### config.mk
export PLATFORM = sky130hd
export DESIGN_NAME = vad_ctrl
export DESIGN_NICKNAME = d
export VERILOG_FILES = /design/src/sv/vad_pkg.sv /design/src/sv/vad_ctrl.sv
export SDC_FILE = /design/constraint.sdc
export NUM_CORES = 1
export LEC_CHECK = 0
export ABC_AREA = 1
export ABC_CLOCK_PERIOD_IN_PS = 1100
export BUFFER_PORTS_ARGS = -buffer_cell sky130_fd_sc_hd__buf_4
export CAP_MARGIN = 30
export CORE_AREA = 2 2 39 41
export CTS_BUF_LIST = sky130_fd_sc_hd__clkbuf_4 sky130_fd_sc_hd__clkbuf_8
export CTS_CLUSTER_SIZE = 30
export DETAILED_ROUTE_END_ITERATION = 16
export DIE_AREA = 0 0 41 43
export GPL_TIMING_DRIVEN = 0
export HOLD_SLACK_MARGIN = 0.1
export PLACE_DENSITY_LB_ADDON = 0.15
export SLEW_MARGIN = 10
export SYNTH_ARGS = -nofsm -noshare
export SYNTH_HDL_FRONTEND = slang
export SYNTH_SLANG_ARGS = --single-unit
### constraint.sdc
create_clock -name clk -period 1.1 [get_ports clk]
set_clock_uncertainty 0.2 [all_clocks]
set_input_delay 0.22 -clock clk [delete_from_list [all_inputs] [get_ports clk]]
set_output_delay 0.22 -clock clk [all_outputs]
set_load 0.01 [all_outputs]
### src/sv/vad_pkg.sv
// ----------------------------------------------------------------------------
// vad_pkg: shared types and constants for the vertex attribute dedup block
// Table sizing, field widths, controller state and command/status bundles.
// ----------------------------------------------------------------------------
package vad_pkg;

	localparam int TABLE_DEPTH = 1024;
	localparam int ADDR_W      = $clog2(TABLE_DEPTH);
	localparam int CNT_W       = $clog2(TABLE_DEPTH + 1);
	localparam int REF_W       = 20;
	localparam int KEY_W       = 2 * REF_W;
	localparam int OUT_IDX_W   = 10;
	localparam int OUT_CNT_W   = 11;
	localparam int S_DATA_W    = ((KEY_W + 7) / 8) * 8;
	localparam int M_DATA_W    = ((OUT_IDX_W + OUT_CNT_W + 7) / 8) * 8;
	localparam int M_USER_W    = 2;

	localparam logic [CNT_W-1:0] DEPTH_CNT = CNT_W'(TABLE_DEPTH);

	typedef enum logic [1:0] {
		ST_IDLE,
		ST_SCAN,
		ST_DONE
	} vad_state_t;

	typedef struct packed {
		logic load;
		logic scan;
		logic issue;
		logic commit;
	} vad_cmd_t;

	typedef struct packed {
		logic hit;
		logic scan_done;
		logic pending;
		logic out_free;
	} vad_status_t;

	function automatic logic [OUT_IDX_W-1:0] to_out_idx(input logic [CNT_W-1:0] v);
		logic [31:0] w;
		w = 32'(v);
		return w[OUT_IDX_W-1:0];
	endfunction

	function automatic logic [OUT_CNT_W-1:0] to_out_cnt(input logic [CNT_W-1:0] v);
		logic [31:0] w;
		w = 32'(v);
		return w[OUT_CNT_W-1:0];
	endfunction

endpackage

### src/sv/vad_ctrl.sv
// ----------------------------------------------------------------------------
// vad_ctrl: controller for the vertex attribute dedup block
// Accepts one transaction, steps the table scan and commits the result.
// ----------------------------------------------------------------------------
module vad_ctrl (
	input  logic                 clk,
	input  logic                 arst_n,
	input  logic                 s_tvalid,
	output logic                 s_tready,
	output vad_pkg::vad_cmd_t    cmd,
	input  vad_pkg::vad_status_t st
);
	import vad_pkg::*;

	vad_state_t state_q;
	vad_state_t state_d;

	always_ff @(posedge clk or negedge arst_n) begin
		if (!arst_n) begin
			state_q <= ST_IDLE;
		end else begin
			state_q <= state_d;
		end
	end

	always_comb begin
		state_d    = state_q;
		cmd        = '0;
		s_tready   = 1'b0;
		case (state_q)
			ST_IDLE: begin
				s_tready = 1'b1;
				if (s_tvalid) begin
					cmd.load = 1'b1;
					state_d  = ST_SCAN;
				end
			end
			ST_SCAN: begin
				cmd.scan  = 1'b1;
				cmd.issue = !st.scan_done;
				if (st.hit || (st.scan_done && !st.pending)) begin
					state_d = ST_DONE;
				end
			end
			ST_DONE: begin
				if (st.out_free) begin
					cmd.commit = 1'b1;
					state_d    = ST_IDLE;
				end
			end
			default: begin
				state_d = ST_IDLE;
			end
		endcase
	end

endmodule

==> results, run 1 <==
- The flow ran to the end, but the final reports show violations.
- The final reports fail on negative setup slack.
- The areal power density over the cells is 2790 nW/um2.
- In the layout the commonest cells are 9 x sky130_fd_sc_hd__buf_4, 5 x sky130_fd_sc_hd__buf_6, 4 x sky130_fd_sc_hd__clkbuf_4.
- The post-synthesis instance area is between 150 and 200 um2.
- In this run the tightest slew margin relative to its limit is 90.8%.
- The TritonCTS sink count is 2.
- The number of buffers and inverters on the critical path is 2.
- The relative area change from synthesis to final layout is 131%.
- The mean instance size in the synthesized netlist is 7.76 um2.
- Dividing the detail-routed via count by the number of cells gives between 3 and 4.
- The filler cells instantiated in the layout total 152.
- The worst setup path is launched from a register.
- The final count of hold timing violations is 0.
- The number of global-route vias before repair is ~200.
- The overall via count from detail_route is 191.
- Leaving out filler cells and counting taps, the final layout contains between 50 and 60.
- The total inserted antenna cells is 0.
- The number of rows created at floorplan is 14.
- The total negative slack for setup checks is -1.80 ns.
- The first global-routing pass estimated 621 um of wire.
- For this design the static power due to leakage is roughly 0.00018 uW.
- The total setup violations reported at the end of the flow is 6.
- The number of distinct standard cells referenced by the synthesized netlist is 11.
- The Yosys step of the flow raised 0 warnings.
- The first-pass iteration count of the detailed router is 1.
- Summed over all layers, the global routing overflow is 0.
- For the worst-skew pair, the clock arrives at the later sink with an insertion delay of ~0.23 ns.
- The startpoint identified for the worst register-to-register timing path is state_q[1]$_DFFE_PN0P_.
- The proportion of layout cells with a drive suffix above 1 is between 70% and 80%.
- The master cell of the clock root buffer is sky130_fd_sc_hd__clkbuf_4.
- Detailed placement finished with a half-perimeter wire length of about 300 um.
- In this run, placement finished with an instance count of 47.
- The die width is approximately 41 um.
- The origin of the worst setup path is state_q[1]$_DFFE_PN0P_.
- The number of clock buffers added by TritonCTS is 3.
- Once layout is complete, the utilization of the core stands at about a quarter.
- The path depth of the worst reg2reg path is 6.
- The final worst slack is -0.376 ns.
- In this run the critical register-to-register path is captured at state_q[1]$_DFFE_PN0P_.
- The maximum single-stage delay on the critical path is 0.44 ns.
- The most common cell after layout, fill and taps aside is sky130_fd_sc_hd__buf_4.
- The violation count after the first detailed-routing iteration is 0.
- The area occupied by registers is between 50 and 60 um2.
- The register ranked first by flip-flop count is state_q.
- Before CTS, the worst setup slack after placement is -0.152 ns.
- In this run the worst path has a maximum fanout of 4.
- The arrival time at the worst endpoint is 1.06 ns.
- At the worst endpoint, the required time is approximately 0.68 ns.
- Derived from the worst setup path, the maximum achievable clock frequency is just under 0.7 GHz.
- The floorplan step defined a core boundary enclosing roughly 1400 um2.
- The longest clock path from root to sink contains 2 buffers.
- The share of the yosys chip area belonging to registers is between 30% and 40%.
- Dividing the detail-routed wire length by the instance count gives a little over 7 um.
- The pin count of the biggest net entering global routing is 5.
- The initial antenna violation count is 0.
- 12 I/O pins were placed.
- The net count of the finished layout is 47.
- The maximum ir drop on the vdd rail is roughly 0.44 mV.
- For the pin with the worst max-slew slack, the measured transition is 0.137 ns.
- The y dimension of the die is about 43 um.
- The routed design could run at a clock period as short as around 1.5 ns.
- In the finished design, the share of the clock period the worst path needs comes to 134%.
- Across the run, the number of max-cap violations was 0.
- Traced cell by cell, the critical path runs through nor2_4, inv_2, nor2_4, buf_6.
- The gate count of the mapped netlist is 20.
- The number of logic stages on the critical path including buffering is 4.
- The routed wire length is a little under 400 um.
- The synthesized net count is 27.
- The kind of cell adding the most delay to the critical path is flip-flops.
- In the final layout, the registers with the most flip-flops are state_q (2).
- STA classifies the critical path endpoint as an output port.
- TritonCTS built the clock tree.
- The quantity of I/O buffers inserted on ports is 11.
- The number of flip-flops under the largest register name is 2.
- Among the stages of the critical path, the cell type that occurs most often is sky130_fd_sc_hd__nor2_4.
- The largest individual stage delay along the critical path comes from the cell sky130_fd_sc_hd__dfrtp_2.
- The max-slew violation count is 0.
- Counting flops and latches in the post-synthesis netlist gives 2.
- The minimum setup slack among reg-to-reg paths is -0.13 ns.
- The total global routing track utilization is ~5.7%.
- The class of the tightest hold or removal check is in2reg.
- The setup path with the least slack is of type reg2out.
- In the routed design, unresolved DRC markers number 0.
- Setup repair after global routing could not meet its margin everywhere.
- The initial core utilization is 11.2%.
- The footprint of the multi-input gates is 100 um2.
- The capture point of the critical path is cmd[1].
- The number of antenna-violating nets in the routed design is 0.
- After clock tree synthesis, the clock-pin slew on the worst setup and hold paths is approximately 0.040 ns.
- The congestion estimate from routability-driven global placement came to 0.570.
- CTS built an H-tree with a depth of 1.
- The die covers ~1800 um2.
-- worst min-delay path by stage --
| stage | start | to | slack, ns | cells past startpoint |
|---|---|---|---|---|
| after floorplan | arst_n | state_q[0]$_DFFE_PN0P_ | -0.28 | 0 |
| after global placement | arst_n | state_q[0]$_DFFE_PN0P_ | -0.20 | 1 |
| after detailed placement | arst_n | state_q[0]$_DFFE_PN0P_ | -0.20 | 1 |
| after CTS | st[3] | state_q[0]$_DFFE_PN0P_ | 0.09 | 3 |
| after global routing | st[3] | state_q[0]$_DFFE_PN0P_ | 0.10 | 3 |
| final | st[0] | state_q[1]$_DFFE_PN0P_ | 0.09 | 4 |
-- power by group --
group,internal [uW],switching [uW]
clock network,159,43.9
logic,359,268
registers,113,54.5
-- worst min-delay path: stages --
cell and delay (ns):
sky130_fd_sc_hd__buf_4 0.08, sky130_fd_sc_hd__inv_1 0.04, sky130_fd_sc_hd__nand3_1 0.09, sky130_fd_sc_hd__nand2_1 0.06
-- what timing repair did --
| action | CTS | global route |
|---|---|---|
| pin swaps | 1 | 2 |
| hold buffers | 1 | 0 |
| gates resized for setup | 4 | 3 |
| endpoints found under the setup margin | 5 | 7 |
| setup buffers | 3 | 0 |
| hold endpoints to repair | 3 | 0 |
-- metal layers --
metal	vias up	global-route usage, %	routed length, um
met4	0	8.00	0
met1	89	3.22	103
li1	98	-	-
met2	4	10.0	266
met3	0	1.57	19
met5	-	0	0
-- area by class of cell --
class                   count  area share [%]
repair buffers             15            37.4
inverters                   6            6.29
well taps                  16            5.59
clock buffers               4            8.39
flip-flops and latches      2            14.3
multi-input cells          12            28.0
-- cells in the mapped netlist --
master,number,area (um2)
sky130_fd_sc_hd__dfrtp_1,2,50.1
sky130_fd_sc_hd__inv_1,4,15.0
sky130_fd_sc_hd__inv_2,2,7.51
sky130_fd_sc_hd__nand2_1,3,11.3
sky130_fd_sc_hd__nand3_1,1,5.00
sky130_fd_sc_hd__nand4_1,1,6.26
sky130_fd_sc_hd__nor2_1,3,11.3
sky130_fd_sc_hd__nor2_2,1,6.26
sky130_fd_sc_hd__nor2_4,1,11.3
sky130_fd_sc_hd__o21bai_4,1,18.8
sky130_fd_sc_hd__o22ai_2,1,12.5
-- kinds of logic (layout without fill, tap and decap cells) --
group / Yosys count / after routing / share of synthesized area (%)
buffers and inverters: 6 / 25 / 14.5
AO/OA/AOI/OAI: 2 / 2 / 20.2
flip-flops: 2 / 2 / 32.3
AND/OR/NAND/NOR: 10 / 10 / 33.1
-- stage by stage --
| step | cell area (um2) | hold slack (ns) | power [uW] |
|---|---|---|---|
| after floorplan | 171 | -0.276 | 429 |
| after global placement | 274 | -0.198 | 598 |
| after detailed placement | 274 | -0.197 | 597 |
| after CTS | 352 | 0.0878 | 976 |
| after global routing | 358 | 0.103 | 1080 |
| final | 358 | 0.0938 | 998 |
(Power assumes the default switching activity.)
==> run 2, diff against run 1 <==
--- a/config.mk
+++ b/config.mk
@@ -18,4 +18,5 @@
 export HOLD_SLACK_MARGIN = 0.1
 export PLACE_DENSITY_LB_ADDON = 0.15
+export SETUP_SLACK_MARGIN = 0.05
 export SLEW_MARGIN = 10
 export SYNTH_ARGS = -nofsm -noshare
==> constraint.sdc (replaced) <==
create_clock -name clk -period 1.1 [get_ports clk]
set_clock_uncertainty 0.2 [all_clocks]
set_input_delay 0.22 -clock clk [delete_from_list [all_inputs] [get_ports clk]]
set_output_delay 0.22 -clock clk [all_outputs]
set_load 0.02 [all_outputs]
==> run 2 against run 1 <==
  * The flow still finishes with violations (negative setup slack)
  * Largest power group unchanged
  * Critical path depth stayed put
  * Total power is 9.0% higher
  * Highest routed layer unchanged
  * Critical endpoint unchanged
  * Sequential cell count stayed put
  * Final area is 4.9% higher
  * Global-route usage is 0.28 points higher
  * Maximum frequency is 0.39% lower
  * First-iteration DRC count is 2 higher
  * Via count is 6.3% lower
==> results, run 2 (synthesis gave the netlist of run 1 again) <==
- The run finished, with violations left.
- The final reports fail on negative setup slack.
- STA puts the critical path data arrival time at around 1.1 ns.
- For this configuration, the core starts out at a cell density of between 10 and 15%.
- Derived from the worst setup path, the maximum achievable clock frequency is ~0.67 GHz.
- The area enclosed by the die boundary is ~1800 um2.
- STA puts the critical path data required time at around 0.68 ns.
- The buffer depth of the longest clock path is 2.
- The pre-antenna-repair detailed-routing pass consisted of 4 iterations.
- The sequential fraction of design power is between 10% and 20%.
- In the final timing run, aggregate negative setup slack is -1.92 ns.
- The worst flop-to-flop path endpoint is state_q[0]$_DFFE_PN0P_.
- The routed design could run at a clock period as short as roughly 1.5 ns.
- The net load switching power is roughly 440 uW.
- The startpoint of the most critical hold path is st[3].
- The number of design rule violations left after detail routing is 0.
- TritonCTS built the clock tree.
- The master cell of the clock root buffer is sky130_fd_sc_hd__clkbuf_4.
- The worst register-to-register path has a depth of 5.
- The maximum single-stage delay on the critical path is ~0.44 ns.
- The initial antenna violation count is 0.
- The part of the cycle the worst path needs is 135%.
- The number of antenna diodes in the final layout is 0.
- Along the worst hold path, the cell count comes to 3.
- Among all stages on the critical path, the largest delay is contributed by sky130_fd_sc_hd__dfrtp_2.
- In this run switching power makes up 40.5% of total power.
- The class of the tightest hold or removal check is in2reg.
- The remaining global-route overflow is 0.
- The number of rows created at floorplan is 14.
- Max-cap violations in this run came to 0.
- The internal power component is roughly 650 uW.
- The violation count after the first detailed-routing iteration is 2.
- In this run the static leakage power is between 0.00015 and 0.0002 uW.
- In this run the horizontal extent of the chip is 41 um.
- Of all nets on the critical path, the largest fanout is 4.
- Per report_power, the combinational group accounts for 65.8% of the total.
- The global-route wire length before repair is 669 um.
- The type of destination of the critical path is an output port.
- The routability congestion estimate is ~0.55.
- The max-slew violation count is 0.
- The core region is ~1400 um2.
- Setup slack on the worst reg-to-reg path comes out at -0.14 ns.
- After clock tree synthesis, the clock-pin slew on the worst setup and hold paths is about 0.03 ns.
- Entering global routing, the biggest net connects 5 pins.
- The library cells used most frequently in the layout, excluding fill and tap cells, are 10 x sky130_fd_sc_hd__buf_4, 5 x sky130_fd_sc_hd__nor2_4, 5 x sky130_fd_sc_hd__buf_6, 4 x sky130_fd_sc_hd__clkbuf_4.
- The critical path is of the reg2out type.
- For this block, the via count after detailed routing is roughly 180.
- The via density per instance is between 3 and 4.
- The TritonCTS sink count is 2.
- The final worst slack is -0.382 ns.
- Before CTS, the worst setup slack after placement is -0.190 ns.
- The proportion of layout cells with a drive suffix above 1 is between 70% and 80%.
- CTS built an H-tree with a depth of 1.
- The insertion delay of the later-clocked pin in the worst-skew pair is around 0.23 ns.
- The startpoint identified for the worst register-to-register timing path is state_q[1]$_DFFE_PN0P_.
- The largest registers in the layout are state_q (2).
- The y dimension of the die is approximately 43 um.
- Setup repair after global routing could not meet its margin everywhere.
- Among the stages of the critical path, the cell type that occurs most often is sky130_fd_sc_hd__nor2_4.
- The signal on the critical path passes through nor2_4, inv_2, nor2_4, buf_6.
- The post-detailed-route wirelength per cell is between 7 and 8 um.
- The quantity of I/O buffers inserted on ports is 11.
- STA classifies the critical path startpoint as a register.
- Dividing total power by cell area gives a power density of 2900 nW/um2.
- The net count of the finished layout is 48.
- The clock buffer count from CTS is 3.
- The worst hold path endpoint is state_q[0]$_DFFE_PN0P_.
- The total global routing track utilization is approximately 6.0%.
- The worst pin sits at a relative slew slack of 89.8%.
- The worst-case IR drop observed on VDD is between 0.6 and 0.7 mV.
- The library cell used most frequently in the layout, excluding fill and tap cells, is sky130_fd_sc_hd__buf_4.
- The final count of hold timing violations is 0.
- The number of cells in the finished layout apart from fillers is 56.
- state_q holds more flip-flops than any other register.
- The register with the most flip-flops in the layout has 2 of them.
- The clock group share of total power is a little under a fifth.
- In this run the count of I/O pins placed on the die edge is 12.
- Setup violations remaining at the end of the flow were counted as 6.
- The transition time of the tightest slew-check pin is between 0.15 and 0.2 ns.
- The count of filler cells inserted in the layout is 160.
- The detailed placement HPWL is about 360 um.
- The routed wire length is between 400 and 500 um.
- The relative area change from synthesis to final layout is 142%.
- Once detail routing completed, the nets flagged for antenna violations numbered 0.
- Counting tap cells, the placed design contains a total of 47 instances.
- The number of global-route vias before repair is ~190.
[run 2: cell count changes in the layout (fill, tap and decap cells not counted)]
cell,delta
sky130_fd_sc_hd__buf_4,+1
sky130_fd_sc_hd__nand2_1,+1
sky130_fd_sc_hd__nand2_2,-1
sky130_fd_sc_hd__nor2_1,-1
sky130_fd_sc_hd__nor2_2,-1
sky130_fd_sc_hd__nor2_4,+2
[run 2: per-layer routing]
metal  track usage, %  part of all wire [%]  vias up
met5                0                     0        -
met4             6.00                     0        0
met3             1.57                   7.1        0
met2             9.38                    56        7
met1             5.73                    37       73
li1                 -                     -       99
[run 2: what timing repair did]
action | 4_1_cts | 5_1_grt
hold buffers | 1 | 0
pin swaps | 1 | 0
gates resized for setup | 3 | 2
setup endpoints to repair | 7 | 7
setup buffers | 2 | 2
hold endpoints to repair | 3 | 0
[run 2: layout make-up]
cell class / count / area, um2 / area share, %
clock buffer: 4 / 30.0 / 8.00
inverter: 6 / 22.5 / 6.00
multi-input combinational: 12 / 110 / 29.3
sequential: 2 / 51.3 / 13.7
tap: 16 / 20.0 / 5.33
timing repair buffer: 16 / 141 / 37.7
[run 2: worst max-delay path by stage]
stage                  end                   start
finish              cmd[1]  state_q[1]$_DFFE_PN0P_
CTS                 cmd[1]  state_q[1]$_DFFE_PN0P_
global route        cmd[1]  state_q[1]$_DFFE_PN0P_
global placement    cmd[1]  state_q[0]$_DFFE_PN0P_
floorplan           cmd[1]  state_q[0]$_DFFE_PN0P_
detailed placement  cmd[1]  state_q[0]$_DFFE_PN0P_
[run 2: through the flow]
stage               instance area [um2]  total power [uW]  hold WS [ns]  util (%)
floorplan                           184               523        -0.276         -
global placement                    287               696        -0.198      20.7
detailed placement                  287               703        -0.195      20.7
CTS                                 353              1010        0.0932      25.5
global route                        375              1160         0.108      27.1
finish                              375              1090         0.100      27.1
[run 2: power by group through the flow]
| stage | Clock [uW] | Combinational (uW) | Sequential (uW) |
|---|---|---|---|
| floorplan | 0 | 358 | 164 |
| global placement | 0 | 525 | 171 |
| detailed placement | 0 | 529 | 174 |
| CTS | 214 | 624 | 173 |
| global route | 217 | 766 | 180 |
| finish | 201 | 715 | 171 |
[run 2: worst max-delay path, delay by kind of cell, from the launching register on]
family / cells / cell delay (ns)
buffers and inverters: 2 / 0.17
AND/OR/NAND/NOR: 2 / 0.21
flip-flops: 1 / 0.44
==> run 3, diff against run 2 <==
- CTS_CLUSTER_SIZE: 30 -> 28
- SKIP_CTS_REPAIR_TIMING: not set -> 1
==> run 3 against run 2 <==
  * The flow still finishes with violations (negative setup slack)
  * Critical path depth unchanged
  * First-iteration DRC count stayed put
  * Highest routed layer unchanged
  * Worst setup slack worse by 0.0046 ns
  * Maximum frequency is 0.31% lower
  * Sequential cell count stayed put
==> results, run 3 (synthesis gave the netlist of run 1 again) <==
- The detailed placement HPWL is 365 um.
- The number of global-route vias before repair is approximately 180.
- The quantity of I/O buffers inserted on ports is 11.
- The pin count of the biggest net entering global routing is 5.
- Across the whole layout, storage elements account for 51.3 um2.
- Summed over all cells, the static leakage comes to between 0.00015 and 0.0002 uW.
- The final critical path time including I/O delays and setup is ~1.5 ns.
- For the pin with the worst max-slew slack, the measured transition is approximately 0.16 ns.
- The worst hold path depth is 3.
- The master cell of the clock root buffer is sky130_fd_sc_hd__clkbuf_4.
- The floorplan step defined a die boundary enclosing 1760 um2.
- Timing would allow up to 0.673 GHz.
- The post-detailed-route wirelength per cell is slightly below 8 um.
- The pre-antenna-repair detailed-routing pass consisted of 4 iterations.
- Summing over every cut layer, the via total after detailed routing is 170.
- In the global route stage, overall resource usage came out at under 10%.
- The TritonCTS clock tree is yes.
- The initial antenna violation count is 0.
- The final reports fail on negative setup slack.
- The minimum setup slack among reg-to-reg paths is -0.10 ns.
- The areal power density over the cells is between 2000 and 3000 nW/um2.
- For met1 alone, demand over resource in global routing was 5.73%.
- For this run, design rule violations remaining after detail routing come to 0.
- Routability-driven placement finished with a final weighted congestion of around 0.55.
- The critical path class is reg2out.
- The region available for standard cell placement spans ~1400 um2.
- The worst flop-to-flop path endpoint is state_q[0]$_DFFE_PN0P_.
- The number of rows created at floorplan is 14.
- The worst hold path belongs to the class in2reg.
- The worst hold path endpoint is state_q[0]$_DFFE_PN0P_.
- The number of cells in the finished layout apart from fillers is 53.
- The worst setup path is launched from a register.
- The register clock-pin slew on the reported worst setup and hold paths is ~0.030 ns.
- The net count of the finished layout is 45.
- The most heavily used metal layer in global routing is met2.
- The routed wire length is about 420 um.
- The register with the most flip-flops in the layout has 2 of them.
- The number of antenna diodes in the final layout is 0.
- At the worst endpoint, the arrival time is 1.07 ns.
- For this run, global-route usage on met2 was measured as under 10%.
- Counting every sink on the clock net gives 2.
- In this run the remaining antenna-violating nets after routing total 0.
- The type of destination of the critical path is an output port.
- Dividing the final minimum period by the clock period gives 135%.
- The first global-routing pass estimated between 600 and 700 um of wire.
- The total negative slack for setup checks is -1.78 ns.
- The path depth of the worst reg2reg path is 4.
- The number of H-tree levels is 1.
- The overall power of the completed layout is ~950 uW.
- The final count of hold timing violations was 0.
- The register with the most flip-flops in the final layout is state_q.
- The initial core utilization is roughly 11%.
- The max-slew violation count is 0.
- The beginning of the worst register-to-register path is state_q[1]$_DFFE_PN0P_.
- The number of I/O pins is 12.
- The layout has 160 filler cells.
- The flow ran to the end, but the final reports show violations.
- The final worst slack is -0.387 ns.
- Relative to the synthesized area, the layout overhead comes to 120%.
- TritonCTS created 3 clock buffers.
- The tool flagged a number of max-cap violations equal to 0.
- After global routing the overflow that remains totals 0.
- The library cell used most frequently in the layout, excluding fill and tap cells, is sky130_fd_sc_hd__buf_4.
- In this run, the number of DRC markers left after iteration 0 of detailed routing was 2.
- The startpoint identified for the worst hold timing path is st[3].
- The maximum ir drop on the vdd rail is between 0.5 and 0.6 mV.
- Once placement completed, the tool counted placed cells totaling 47.
- Headroom to the max-slew limit came out at around nine tenths.
- Setup violations remaining at the end of the flow were counted as 6.
- OpenSTA, run right after detailed placement, puts the worst setup slack at -0.190 ns.
- The largest registers in the layout are state_q (2).
- The die width is 41 um.
- Leaving out fill and tap cells, the most frequent cells in the layout are 10 x sky130_fd_sc_hd__buf_4, 5 x sky130_fd_sc_hd__nor2_4, 4 x sky130_fd_sc_hd__clkbuf_4.
- The footprint of the multi-input gates is around 110 um2.
- The insertion delay of the later-clocked pin in the worst-skew pair is between 0.2 and 0.25 ns.
- The via density per instance is between 3 and 4.
- The buffer depth of the longest clock path is 2.
- Setup repair after global routing could not meet its margin everywhere.
- The fraction of met3 tracks used by global routing is 1.57%.
- The maximum fanout along the worst path is 4.
- In this run the vertical extent of the chip is roughly 43 um.
- The data required time of the worst path is between 0.6 and 0.7 ns.
- The proportion of layout cells with a drive suffix above 1 is ~73%.
-- run 3: critical path, stage by stage, from the launching register on --
cell,delay (ns)
sky130_fd_sc_hd__dfrtp_2,0.44
sky130_fd_sc_hd__nor2_4,0.15
sky130_fd_sc_hd__inv_2,0.06
sky130_fd_sc_hd__nor2_4,0.07
sky130_fd_sc_hd__buf_6,0.12
-- run 3: how the worst max path moves through the flow --
| stage | startpoint | end | slack [ns] | cells after the start |
|---|---|---|---|---|
| after global placement | state_q[0]$_DFFE_PN0P_ | cmd[1] | -0.18 | 5 |
| after floorplan | state_q[0]$_DFFE_PN0P_ | cmd[1] | -0.18 | 4 |
| after detailed placement | state_q[0]$_DFFE_PN0P_ | cmd[1] | -0.19 | 5 |
| after CTS | state_q[0]$_DFFE_PN0P_ | cmd[1] | -0.44 | 5 |
| after global routing | state_q[1]$_DFFE_PN0P_ | cmd[3] | -0.45 | 4 |
| final | state_q[1]$_DFFE_PN0P_ | cmd[3] | -0.39 | 4 |
-- run 3: cell type report --
class	count	share of cell area [%]
Clock buffer	4	8.79
Inverter	6	6.59
Multi-Input combinational cell	12	32.2
Sequential cell	2	15.0
Tap cell	16	5.86
Timing Repair Buffer	13	31.5
-- run 3: power by group --
group / total, uW / internal [uW] / switching (uW) / leakage, uW
clock: 202 / 159 / 42.4 / 0.0000184
sequential: 170 / 113 / 57.6 / 0.0000242
combinational: 573 / 261 / 312 / 0.000126
total: 945 / 533 / 412 / 0.000169
-- run 3: routing by layer --
| metal | share of wire (%) | vias to the layer above |
|---|---|---|
| li1 | - | 93 |
| met3 | 7.2 | 0 |
| met5 | 0 | - |
| met4 | 0 | 0 |
| met2 | 54 | 7 |
| met1 | 39 | 70 |
-- run 3: per-stage QoR --
stage / util (%) / hold WS [ns] / cell area, um2
6_report: 24.7 / 0.101 / 342
5_1_grt: 24.7 / 0.109 / 342
4_1_cts: 22.9 / -0.441 / 317
3_5_place_dp: 20.7 / -0.195 / 287
3_3_place_gp: 20.7 / -0.198 / 287
2_1_floorplan: - / -0.276 / 184
